==> config.mk <==
export PLATFORM = sky130hd
export DESIGN_NAME = utf8_decode_with_cell_width
export DESIGN_NICKNAME = d
export VERILOG_FILES = /design/src/rtl/core/utf8cw_pkg.sv /design/src/rtl/core/utf8cw_decode.sv /design/src/rtl/core/utf8_decode_with_cell_width.sv
export SDC_FILE = /design/constraint.sdc
export NUM_CORES = 1
export LEC_CHECK = 0
export BUFFER_PORTS_ARGS = -buffer_cell sky130_fd_sc_hd__clkbuf_2
export CORE_MARGIN = 3
export CORE_UTILIZATION = 25
export DETAILED_ROUTE_END_ITERATION = 6
export GPL_TIMING_DRIVEN = 0
export MAX_ROUTING_LAYER = met4
export SLEW_MARGIN = 15
export SYNTH_ARGS = -nofsm -noshare
export SYNTH_HDL_FRONTEND = slang
export SYNTH_SLANG_ARGS = --single-unit
==> constraint.sdc <==
create_clock -name i_clk -period 4 [get_ports i_clk]
set_input_delay 0.2 -clock i_clk [delete_from_list [all_inputs] [get_ports i_clk]]
set_output_delay 0.2 -clock i_clk [all_outputs]
set_load 0.05 [all_outputs]
==> src/rtl/core/utf8cw_pkg.sv <==
package utf8cw_pkg;

    // Lead byte ranges for multi-byte sequences.
    localparam logic [7:0] LEAD2_LO = 8'hC2;
    localparam logic [7:0] LEAD2_HI = 8'hDF;
    localparam logic [7:0] LEAD3_LO = 8'hE0;
    localparam logic [7:0] LEAD3_HI = 8'hEF;
    localparam logic [7:0] LEAD4_LO = 8'hF0;
    localparam logic [7:0] LEAD4_HI = 8'hF4;
    localparam logic [7:0] BYTE_NUL = 8'h00;

    // Sequence lengths as held in the decoder state.
    localparam logic [2:0] LEN_NONE = 3'd0;
    localparam logic [2:0] LEN_2    = 3'd2;
    localparam logic [2:0] LEN_3    = 3'd3;
    localparam logic [2:0] LEN_4    = 3'd4;

    // Code point limits.
    localparam logic [20:0] MIN_CP3     = 21'h000800;
    localparam logic [20:0] MIN_CP4     = 21'h010000;
    localparam logic [20:0] MAX_CP      = 21'h10FFFF;
    localparam logic [20:0] SURR_LO     = 21'h00D800;
    localparam logic [20:0] SURR_HI     = 21'h00DFFF;
    localparam logic [20:0] REPLACEMENT = 21'h00FFFD;
    localparam logic [20:0] WIDE_FROM   = 21'h01F300;

    // One decoded byte's worth of results: a run of replacement characters
    // followed by an optional tail result.
    typedef struct packed {
        logic [2:0]  rep;
        logic        tail;
        logic [20:0] cp;
        logic [1:0]  width;
        logic        end_mark;
    } t_run;

    // Terminal column count of a code point.
    function automatic logic [1:0] cell_width(input logic [20:0] c);
        logic zero_w;
        logic wide_w;
        zero_w = (c < 21'h20) || (c >= 21'h7F && c < 21'hA0) ||
                 (c >= 21'h300 && c <= 21'h36F) || (c >= 21'hFE00 && c <= 21'hFE0F);
        wide_w = (c >= 21'h1100 && c <= 21'h115F) || (c >= 21'h2E80 && c <= 21'hA4CF) ||
                 (c >= 21'hAC00 && c <= 21'hD7A3) || (c >= 21'hF900 && c <= 21'hFAFF) ||
                 (c >= 21'hFE10 && c <= 21'hFE6F) || (c >= 21'hFF01 && c <= 21'hFF60) ||
                 (c >= WIDE_FROM);
        if (zero_w) begin
            return 2'd0;
        end else if (wide_w) begin
            return 2'd2;
        end else begin
            return 2'd1;
        end
    endfunction

endpackage

==> src/rtl/core/utf8cw_decode.sv <==
module utf8cw_decode (
    input  logic              i_clk,
    input  logic              i_rst_n,
    input  logic [7:0]        i_byte,
    input  logic              i_take,
    output utf8cw_pkg::t_run  o_run
);

    typedef struct packed {
        logic        tail;
        logic [20:0] cp;
        logic [2:0]  len;
        logic [20:0] pv;
        logic [2:0]  rcv;
    } t_lead;

    logic [20:0] r_partial, n_partial;
    logic [2:0]  r_exp, n_exp;
    logic [2:0]  r_rcv, n_rcv;
    logic [20:0] acc;
    logic [2:0]  cnt;
    logic        bad;
    t_lead       lead;

    // Handling of a byte with no sequence pending.
    function automatic t_lead lead_of(input logic [7:0] b);
        t_lead l;
        l = '0;
        if (!b[7]) begin
            l.tail = 1'b1;
            l.cp   = {13'd0, b};
        end else if (b >= utf8cw_pkg::LEAD2_LO && b <= utf8cw_pkg::LEAD2_HI) begin
            l.len = utf8cw_pkg::LEN_2;
            l.pv  = {16'd0, b[4:0]};
            l.rcv = 3'd1;
        end else if (b >= utf8cw_pkg::LEAD3_LO && b <= utf8cw_pkg::LEAD3_HI) begin
            l.len = utf8cw_pkg::LEN_3;
            l.pv  = {17'd0, b[3:0]};
            l.rcv = 3'd1;
        end else if (b >= utf8cw_pkg::LEAD4_LO && b <= utf8cw_pkg::LEAD4_HI) begin
            l.len = utf8cw_pkg::LEN_4;
            l.pv  = {18'd0, b[2:0]};
            l.rcv = 3'd1;
        end else begin
            l.tail = 1'b1;
            l.cp   = utf8cw_pkg::REPLACEMENT;
        end
        return l;
    endfunction

    assign lead = lead_of(i_byte);
    assign acc  = {r_partial[14:0], i_byte[5:0]};
    assign cnt  = r_rcv + 3'd1;
    assign bad  = (r_exp == utf8cw_pkg::LEN_3 && acc < utf8cw_pkg::MIN_CP3) ||
                  (r_exp == utf8cw_pkg::LEN_4 && acc < utf8cw_pkg::MIN_CP4) ||
                  (acc > utf8cw_pkg::MAX_CP) ||
                  (acc >= utf8cw_pkg::SURR_LO && acc <= utf8cw_pkg::SURR_HI);

    // Next sequence state and the results this byte causes.
    always_comb begin
        n_partial = r_partial;
        n_exp     = r_exp;
        n_rcv     = r_rcv;
        o_run     = '0;
        if (i_byte == utf8cw_pkg::BYTE_NUL) begin
            // Terminator flushes pending bytes, then reports the end.
            o_run.rep      = (r_exp != utf8cw_pkg::LEN_NONE) ? r_rcv : 3'd0;
            o_run.tail     = 1'b1;
            o_run.end_mark = 1'b1;
            n_partial      = '0;
            n_exp          = utf8cw_pkg::LEN_NONE;
            n_rcv          = '0;
        end else if (r_exp != utf8cw_pkg::LEN_NONE && i_byte[7:6] == 2'b10) begin
            if (cnt >= r_exp) begin
                if (bad) begin
                    o_run.rep = r_exp;
                end else begin
                    o_run.tail  = 1'b1;
                    o_run.cp    = acc;
                    o_run.width = utf8cw_pkg::cell_width(acc);
                end
                n_partial = '0;
                n_exp     = utf8cw_pkg::LEN_NONE;
                n_rcv     = '0;
            end else begin
                n_partial = acc;
                n_rcv     = cnt;
            end
        end else begin
            // A broken sequence flushes its bytes; the byte then starts afresh.
            if (r_exp != utf8cw_pkg::LEN_NONE) begin
                o_run.rep = r_rcv;
            end
            o_run.tail  = lead.tail;
            o_run.cp    = lead.cp;
            o_run.width = utf8cw_pkg::cell_width(lead.cp);
            n_partial   = lead.pv;
            n_exp       = lead.len;
            n_rcv       = lead.rcv;
        end
    end

    // Sequence state advances when the byte leaves the input stage.
    always_ff @(posedge i_clk) begin
        if (!i_rst_n) begin
            r_partial <= '0;
            r_exp     <= utf8cw_pkg::LEN_NONE;
            r_rcv     <= '0;
        end else if (i_take) begin
            r_partial <= n_partial;
            r_exp     <= n_exp;
            r_rcv     <= n_rcv;
        end
    end

endmodule

==> src/rtl/core/utf8_decode_with_cell_width.sv <==
// Bytes pass the input register, then the decoder, into the result register.
// Throughput: one input byte per cycle while each gives at most one result and output
// is not stalled; a byte with N results holds the result register until all are taken.
// Bytes that only open or extend a sequence pass with no result and no stall.
// Reset (synchronous, active low) empties both stages and clears any pending sequence.
module utf8_decode_with_cell_width (
    input  logic        i_clk,
    input  logic        i_rst_n,
    input  logic        i_in_valid,
    output logic        o_in_ready,
    input  logic [7:0]  i_in_byte,
    output logic        o_out_valid,
    input  logic        i_out_ready,
    output logic [20:0] o_code_point,
    output logic [1:0]  o_cell_width,
    output logic        o_end_marker,
    output logic        o_last_of_run
);

    logic             r_in_valid;
    logic [7:0]       r_in_byte;
    utf8cw_pkg::t_run run;
    logic             run_empty;
    logic             take;
    logic             load;
    logic             last;
    logic             free;

    logic             r_out_valid;
    logic [2:0]       r_rep;
    logic             r_tail;
    logic [20:0]      r_cp;
    logic [1:0]       r_width;
    logic             r_end;

    utf8cw_decode u_decode (
        .i_clk   (i_clk),
        .i_rst_n (i_rst_n),
        .i_byte  (r_in_byte),
        .i_take  (take),
        .o_run   (run)
    );

    // Stage hand-off: a byte with no result never waits on the result register.
    assign run_empty  = (run.rep == 3'd0) && !run.tail;
    assign last       = (r_rep == 3'd0) || (r_rep == 3'd1 && !r_tail);
    assign free       = !r_out_valid || (last && i_out_ready);
    assign take       = r_in_valid && (run_empty || free);
    assign load       = take && !run_empty;
    assign o_in_ready = !r_in_valid || take;

    // Input register.
    always_ff @(posedge i_clk) begin
        if (!i_rst_n) begin
            r_in_valid <= 1'b0;
        end else if (o_in_ready) begin
            r_in_valid <= i_in_valid;
        end
    end

    always_ff @(posedge i_clk) begin
        if (o_in_ready && i_in_valid) begin
            r_in_byte <= i_in_byte;
        end
    end

    // Result register: plays out the replacement run, then the tail.
    always_ff @(posedge i_clk) begin
        if (!i_rst_n) begin
            r_out_valid <= 1'b0;
            r_rep       <= '0;
            r_tail      <= 1'b0;
        end else if (load) begin
            r_out_valid <= 1'b1;
            r_rep       <= run.rep;
            r_tail      <= run.tail;
        end else if (r_out_valid && i_out_ready) begin
            if (last) begin
                r_out_valid <= 1'b0;
            end else begin
                r_rep <= r_rep - 3'd1;
            end
        end
    end

    always_ff @(posedge i_clk) begin
        if (load) begin
            r_cp    <= run.cp;
            r_width <= run.width;
            r_end   <= run.end_mark;
        end
    end

    // Result beat fields.
    assign o_out_valid   = r_out_valid;
    assign o_code_point  = (r_rep != 3'd0) ? utf8cw_pkg::REPLACEMENT : r_cp;
    assign o_cell_width  = (r_rep != 3'd0) ? utf8cw_pkg::cell_width(utf8cw_pkg::REPLACEMENT)
                                           : r_width;
    assign o_end_marker  = (r_rep == 3'd0) && r_end;
    assign o_last_of_run = last;

endmodule

==> run summary, run 1 <==
Setup repair after global routing left no endpoint under its margin. The number of sinks on the clock net came out at roughly 60. The met1 layer wirelength in the final routing came out at 4150 um.

From synthesis to final layout, the design area changed by 23.0%. The static leakage came out at 1.54 nW. The required time reported for the critical path endpoint is ~3.8 ns.

The first global-routing pass estimated around 15000 um of wire. The highest routing layer actually used is met4. The wire length on met2 came out at about 4200 um.

The final critical-path required period came out at about 3.4 ns. The total track usage came out at 13.0%. By area the synthesized netlist is led by edfxtp_1, dfxtp_1, nand2_1.

The worst setup path is launched from a flip-flop. The number of antenna diodes in the final layout is 0. The clock passes through at most 2 buffers.

The worst setup path is captured at an output port. The count of port buffers added during placement is 38. The most common library cell in the layout ignoring fill and taps is nand2_1.

Dividing total power by cell area gives a power density of 433 mW/mm2. In this run the vertical extent of the chip is ~120 um. The hold violation total from the final report came to 0. The detailed-route wire length is roughly 9100 um. In the layout the commonest cells are nand2_1, clkbuf_2, edfxtp_1.

The post-CTS resize count came out at 0. The number of warnings printed during yosys synthesis is 0. The starting density of the core came out at between 20% and 30%. The number of flops mapped to enable cells by yosys is 32. Clock skew on the completed layout was measured at around 0.0053 ns. The last weighted congestion value of the routability-driven placer is 0.928. In this run the post-CTS setup repair buffer count came out at 0.

The total number of H-tree levels is 3. The violation count after the first detailed-route iteration came out at between 300 and 400. The flow ran to the end, and the final reports show no timing, DRC or antenna violations. After detailed routing, the average wire length per cell comes to between 10 and 15 um. In the synthesized netlist the dominant register cell turns out to be edfxtp_1. In the finished design, the share of the clock period the worst path needs comes to about 85%.

The transition time at the pin with the least slew margin is 0.728 ns. Counting flops and latches in the post-synthesis netlist gives 59. The number of violations of the max-capacitance limit is 0.

The maximum clock frequency came out at 295 MHz. The number of antenna violations at the first check in global routing came out at 0. From left edge to right edge, the die measures approximately 120 um. The part of the Yosys area used for sequential elements is between 40% and 50%. The peak supply drop came out at 169 uV. The number of nets still failing antenna checks after routing is 0. Cells with a size suffix above 1 make up between 10% and 20% of the layout. The number of global-route vias before repair is 2974. In the final design database the tool counted roughly 460 nets. The sum of negative setup slack is 0 ns. The number of inserted filler cells in the final layout is about 1400.

The cell count after synthesis came out at 390. The floorplan has between 40 and 50 rows. The clock network latency to the later pin of the worst-skew pair is ~0.33 ns. The post-synthesis cell area came out at 0.00339 mm2. The DRC violation count after routing is 0.

The post-synth net total is slightly above 400. The HPWL reported at the end of detailed placement is 6890 um. The final number of max-transition violations is 0. The count of final setup violators is 0. Summed over all nets, wire length on met3 after detailed routing comes to roughly 660 um.

The total congestion overflow came out at 0. The proportion of synthesized flip-flops having asynchronous set or reset came out at 0%. The critical path is of the flip-flop to output port type. The floorplan core area is 0.0129 mm2. The distinct cell type count of the synthesized netlist is 57. The root buffer cell chosen for the clock tree is clkbuf_16. The share of Yosys cell area claimed by the top area cell type came out at about 28%.

The data arrival at the endpoint of the critical path came out at around 3.2 ns. The min-delay analysis places its worst path in the category input pin to flip-flop. In this run the tightest slew margin relative to its limit is 51.4%.

The largest fanout of any net on the critical path came out at 6. The final hold slack came out at approximately 0.04 ns. The number of ports placed on the die boundary came out at 39. The via count of the routed design is around 3100. TritonCTS built the clock tree. The post-route standard cell area excluding fillers came out at 0.00417 mm2. The largest total area in the synthesized netlist belongs to edfxtp_1. The die area is 0.0150 mm2. Each instance of the synthesized netlist takes up on average between 8 and 9 um2. For flop-to-flop paths, the worst setup slack is between 0.7 and 0.8 ns. The register clock-pin slew on the reported worst setup and hold paths came out at around 0.050 ns. The TritonCTS buffer count came out at 9. After clock tree synthesis, the flow added hold-fix buffers numbering 0. The placement-stage cell area is between 0.003 and 0.004 mm2.

The detailed-routing iteration count for the pre-antenna-repair pass is 5. The pin count of the biggest net entering global routing came out at 28. In the routed layout, each cell is associated on average with a via count of about 5.
-- stage by stage --
step | setup WS [ns] | utilization, % | cells | total power, mW
6_report | 0.608 | 32.2 | 617 | 1.81
5_1_grt | 0.259 | 32.2 | 617 | 1.88
3_3_place_gp | -0.465 | 29.4 | 600 | 0.951
3_5_place_dp | 0.726 | 29.7 | 601 | 0.962
4_1_cts | 0.583 | 32.2 | 617 | 1.83
2_1_floorplan | 0.304 | - | 390 | 0.885
-- state kept, by name, summed over array words and instances (netlist names), 2 cells and up --
| register | flops |
|---|---|
| u_decode.r_rcv | 3 |
| r_width | 2 |
| u_decode.r_exp | 3 |
| r_rep | 3 |
| r_in_byte | 8 |
| r_cp | 21 |
| u_decode.r_partial | 15 |
-- final cells by class --
type	count	area (um2)	share of cell area (%)
plain buffers	27	118	2.82
clock buffers	9	225	5.40
clock inverters	7	106	2.55
inverters	13	48.8	1.17
multi-input cells	291	1740	41.7
flip-flops and latches	59	1500	36.0
well taps	172	215	5.16
repair buffers	39	218	5.22
-- cells in the mapped netlist (all sizes together) (5+ instances only) --
| cell type | number |
|---|---|
| nand2 | 66 |
| o21ai | 25 |
| a21oi | 13 |
| nor4 | 6 |
| nand3 | 13 |
| edfxtp | 32 |
| clkbuf | 24 |
| nor2 | 21 |
| inv | 13 |
| dfxtp | 27 |
| and2 | 17 |
| nor3 | 14 |
| nand4 | 16 |
| nor2b | 7 |
| nand2b | 18 |
| or4 | 5 |
| ha | 7 |
-- path summary, 6_finish.rpt --
| check | start | endpoint | cells after the start |
|---|---|---|---|
| max | u_decode.r_rcv[0] | o_in_ready | 11 |
| min reg2reg | r_tail | r_tail | 2 |
| min | i_in_byte[6] | r_in_byte[6] | 1 |
| max reg2reg | u_decode.r_rcv[0] | r_in_byte[5] | 9 |
-- cell families (layout without fill, tap and decap cells) --
family / Yosys count / in the layout / synth area share (%)
simple gates: 200 / 200 / 30.9
compound gates: 77 / 77 / 15.4
flops: 59 / 59 / 44.3
buf+inv: 40 / 95 / 4.91
fa+ha+maj: 7 / 7 / 2.58
xor+xnor: 4 / 4 / 1.03
mux: 3 / 3 / 0.886
-- per-layer routing --
metal  track usage, %  vias to the layer above
li1                 -                     1518
met1             17.3                     1487
met2             19.1                      121
met3             3.32                       15
met4             4.83                        0
met5                -                        -
-- where the power goes --
part	switching, mW	total [mW]	internal [mW]
Combinational	0.193	0.261	0.0681
Clock	0.259	0.858	0.599
Sequential	0.0173	0.687	0.670
Total	0.469	1.81	1.34
-- critical path: stages, from the launching register on --
cell and delay, ns:
dfxtp_1 0.36, ha_1 0.27, xor2_1 0.16, ha_1 0.30
nand2_1 0.05, o21ai_0 0.40, nand2_1 0.20, o32a_1 0.28
and3_1 0.21, nor3b_1 0.32, inv_1 0.07, clkbuf_2 0.24
(Power assumes the default switching activity.)
==> run 2, diff against run 1 <==
ABC_AREA = 1   (was default)
clock period = 2.75 ns   (was 4 ns; I/O delays follow)
==> run 2 against run 1 <==
Count of clock-buffer cells in the layout did not move. Clock power rose by 31%. Synthesized cell count up 34%. Core utilization rose by 0.22 points. Critical endpoint unchanged.
==> run summary, run 2 <==
The combinational group share of total power is 28.3% (was 14.5%). The count of final setup violators was 0 (unchanged). The final antenna diode count is 0 (unchanged). The post-synth net total came out at 542 (was 409).

The switching power of the nets was 1.07 mW (was 0.469 mW). The final number of max-transition violations came out at 0 (unchanged). The overall power is 3.02 mW (was 1.81 mW).

The startpoint type of the worst setup path was a flip-flop (unchanged). The violation count after the first detailed-route iteration was 265 (was 309). The number of nets in the layout is 610 (was 459). The post-synthesis cell area was 0.00383 mm2 (was 0.00339 mm2). The total congestion overflow is 0 (unchanged).

Most used standard cells in the synthesized netlist: nor2_1, nand2_1, inv_1 (was nand2_1, edfxtp_1, dfxtp_1). The endpoint class of the critical path is an output port (unchanged). The final instance count without filler cells came to 780 (was 617). The final worst clock skew came out at 0.00387 ns (was 0.00526 ns). The maximum clock frequency came out at about 370 MHz. The routed wirelength normalized by instance count came out at 14.2 um (was 14.8 um).

The share of the clock period used by the worst path is 97.4%. The global-route wire length before repair is 17500 um (was 14800 um). The via count of the routed design is 3685 (was 3141). The largest area contributor in the netlist was edfxtp_1 (unchanged). The register clock-pin slew on the reported worst setup and hold paths came to 0.05 ns (about the same).

The pin count of the biggest net entering global routing came out at 14 (was 28). The static leakage is 1.98 nW (was 1.54 nW). The worst reg2reg path depth is 15 (was 9). The x dimension of the die came out at 130 um (was 122 um).

The area added between synthesis and finish came out at 25.2% (was 23.0%). The detailed-routing iteration count for the pre-antenna-repair pass is 5 (unchanged). The number of flip-flops in the largest register came to 21 (unchanged). The final critical-path required period came out at roughly 2.7 ns. The transition time at the pin with the least slew margin is 0.524 ns (was 0.728 ns). Largest regs: r_cp x21, u_decode.r_partial x15, r_in_byte x8 (unchanged).

The count of mapped cells out of synthesis came out at 523 (was 390). The count of port buffers added during placement was 38 (unchanged). The detailed-route wire length came out at 11100 um (was 9140 um). The type of the worst setup path is flip-flop to output port (unchanged).

The number of cells on the worst hold path came out at 3 (was 1). The part of the total power dissipated in sequential elements came to 34.5% (was 38.1%). The most common library cell in the layout ignoring fill and taps is nor2_1 (was nand2_1). Main area contributors after synthesis: edfxtp_1, dfxtp_1, nor2_1 (was edfxtp_1, dfxtp_1, nand2_1). The starting density of the core is 25.9% (was 26.2%). The number of violations of the max-capacitance limit is 0 (unchanged). The number of instances in the placed design came out at 745 (was 601).

The clock tree from TritonCTS is yes (unchanged). The floorplan core area came to 0.0148 mm2 (was 0.0129 mm2). The distinct cell type count of the synthesized netlist came out at 43 (was 57). The TritonCTS buffer count is 9 (unchanged).

The switching part of the total power came out at 35.4% (was 26.0%). The fraction of final layout cells with drive strength greater than 1 came out at 24.3% (was 14.4%). The total track usage is 13.8% (was 13.0%). The number of sinks on the clock net came out at 59 (unchanged).

The proportion of synthesized flip-flops having asynchronous set or reset is 0% (unchanged). The part of the Yosys area used for sequential elements is 39.2% (was 44.3%). The largest fanout of any net on the critical path came to 5 (was 6). The reg2reg setup slack is 0.10 ns (was 0.79 ns). The HPWL reported at the end of detailed placement came out at 8360 um (was 6890 um). The buffer depth of the longest clock path was 2 (unchanged). Leading cell types in the layout, fill and taps excluded: nor2_1, nand2_1, inv_1 (was nand2_1, clkbuf_2, edfxtp_1). The internal cell power is 1.95 mW (was 1.34 mW).

The number of placement rows is 44 (was 41). The hold violation total from the final report is 0 (unchanged). The ratio of total power to cell area was 631 mW/mm2 (was 433 mW/mm2). The required time reported for the critical path endpoint came out at 2.61 ns (was 3.80 ns). The synthesized area per cell is 7.32 um2 (was 8.69 um2).

The data arrival at the endpoint of the critical path came out at 2.54 ns (was 3.19 ns). The number of ports placed on the die boundary is 39 (unchanged). The clock network latency to the later pin of the worst-skew pair is 0.33 ns (about the same). The last weighted congestion value of the routability-driven placer was 0.930 (was 0.928).

The number of antenna violations at the first check in global routing was 0 (unchanged). The clock root buffer is clkbuf_16 (unchanged). The number of warnings printed during yosys synthesis was 0 (unchanged). The peak supply drop is 278 uV (was 169 uV). The relative max-transition margin was 65.1% (was 51.4%).

The vias per cell came to 4.72 (was 5.09). The leading register cell type out of synthesis was edfxtp_1 (unchanged). The die area came out at 0.0168 mm2 (was 0.0150 mm2).

Outcome: completed (unchanged). The number of flops mapped to enable cells by yosys is 32 (unchanged). The die extent in y is 130 um (was 122 um). The cell with the most instances after synthesis is nor2_1 (was nand2_1).

The register bank with the most flops is r_cp (unchanged). The share of Yosys cell area claimed by the top area cell type is 25.1% (was 28.3%). The number of global-route vias before repair is 3386 (was 2974).

The clock network power share is 37.2% (was 47.5%). The number of storage elements in the synthesis netlist came to 59 (unchanged). The path class of the lowest-slack min-delay path is input pin to flip-flop (unchanged). The number of nets still failing antenna checks after routing came out at 0 (unchanged). The total number of H-tree levels is 3 (unchanged). The DRC violation count after routing was 0 (unchanged).
==> run 2: cell count changes after synthesis, sizes merged, moves of 15 or more <==
cell / before / now
and2: 17 / 1
clkbuf: 24 / 8
inv: 13 / 69
nand2: 66 / 93
nand2b: 18 / 0
nand3: 13 / 35
nor2: 21 / 109
or2: 2 / 17
==> run 2: critical path: stages, from the launching register on <==
cell	delay, ns
dfxtp_4	0.36
ha_4	0.16
xor2_2	0.15
ha_1	0.33
a21oi_1	0.16
nand3_1	0.14
nand2_2	0.14
buf_6	0.11
nor2_1	0.04
nand2_1	0.07
nand2_2	0.07
nor2_4	0.12
nand2_4	0.10
nand3_4	0.10
buf_8	0.15
==> run 2: logic make-up after synthesis <==
group | share of synthesized area [%]
simple gates | 37.6
fa+ha+maj | 2.29
flops | 39.2
xor+xnor | 0.687
compound gates | 10.4
buf+inv | 9.74
==> run 2: per-layer routing <==
layer | GRT usage, % | vias up | wire, um
met5 | - | - | 0
met4 | 4.22 | 0 | 191
met3 | 3.07 | 21 | 684
met1 | 19.1 | 1659 | 5410
li1 | - | 1868 | -
met2 | 20.2 | 137 | 4800
==> run 2: per-stage QoR <==
step	cell area, um2	setup slack (ns)	utilization [%]	setup TNS, ns	hold WS (ns)
final	4790	0.0726	32.5	0	0.0716
after global routing	4790	-0.0386	32.5	-0.483	0.0734
after CTS	4700	-0.00857	31.9	-0.00857	0.0589
after detailed placement	4260	-0.396	28.8	-11.11	0.316
after global placement	4260	-0.400	28.8	-11.19	0.316
after floorplan	3830	0.0746	-	0	0.236
==> run 2: cell type report <==
cell class | instances | area [um2]
flip-flops and latches | 59 | 1510
clock buffers | 9 | 225
repair buffers | 56 | 372
fillers | 1582 | 9960
well taps | 184 | 230
multi-input cells | 374 | 1990
clock inverters | 7 | 76.3
repair inverters | 1 | 7.51
plain buffers | 20 | 108
inverters | 70 | 272
==> run 2: path summary, 6_finish.rpt <==
check                                        endpoint              start
worst max register to register               r_cp[19]  u_decode.r_rcv[0]
worst max-delay path                       o_in_ready  u_decode.r_rcv[0]
worst min register to register                 r_tail             r_tail
worst min-delay path            u_decode.r_partial[2]            i_rst_n
==> run 2: repair_timing <==
item	4_1_cts	5_1_grt
hold buffers	8	0
setup buffers	4	6
gates cloned	1	0
endpoints found under the hold margin	8	0
setup endpoints to repair	35	55
pin swaps	0	8
resized for setup	6	10
==> run 2: power groups by stage <==
stage	clock network [mW]	logic (mW)	registers (mW)
3_3_place_gp	0	0.817	1.06
5_1_grt	1.19	0.940	1.05
3_5_place_dp	0	0.814	1.06
6_report	1.12	0.857	1.04
4_1_cts	1.15	0.843	1.04
2_1_floorplan	0	0.628	1.05
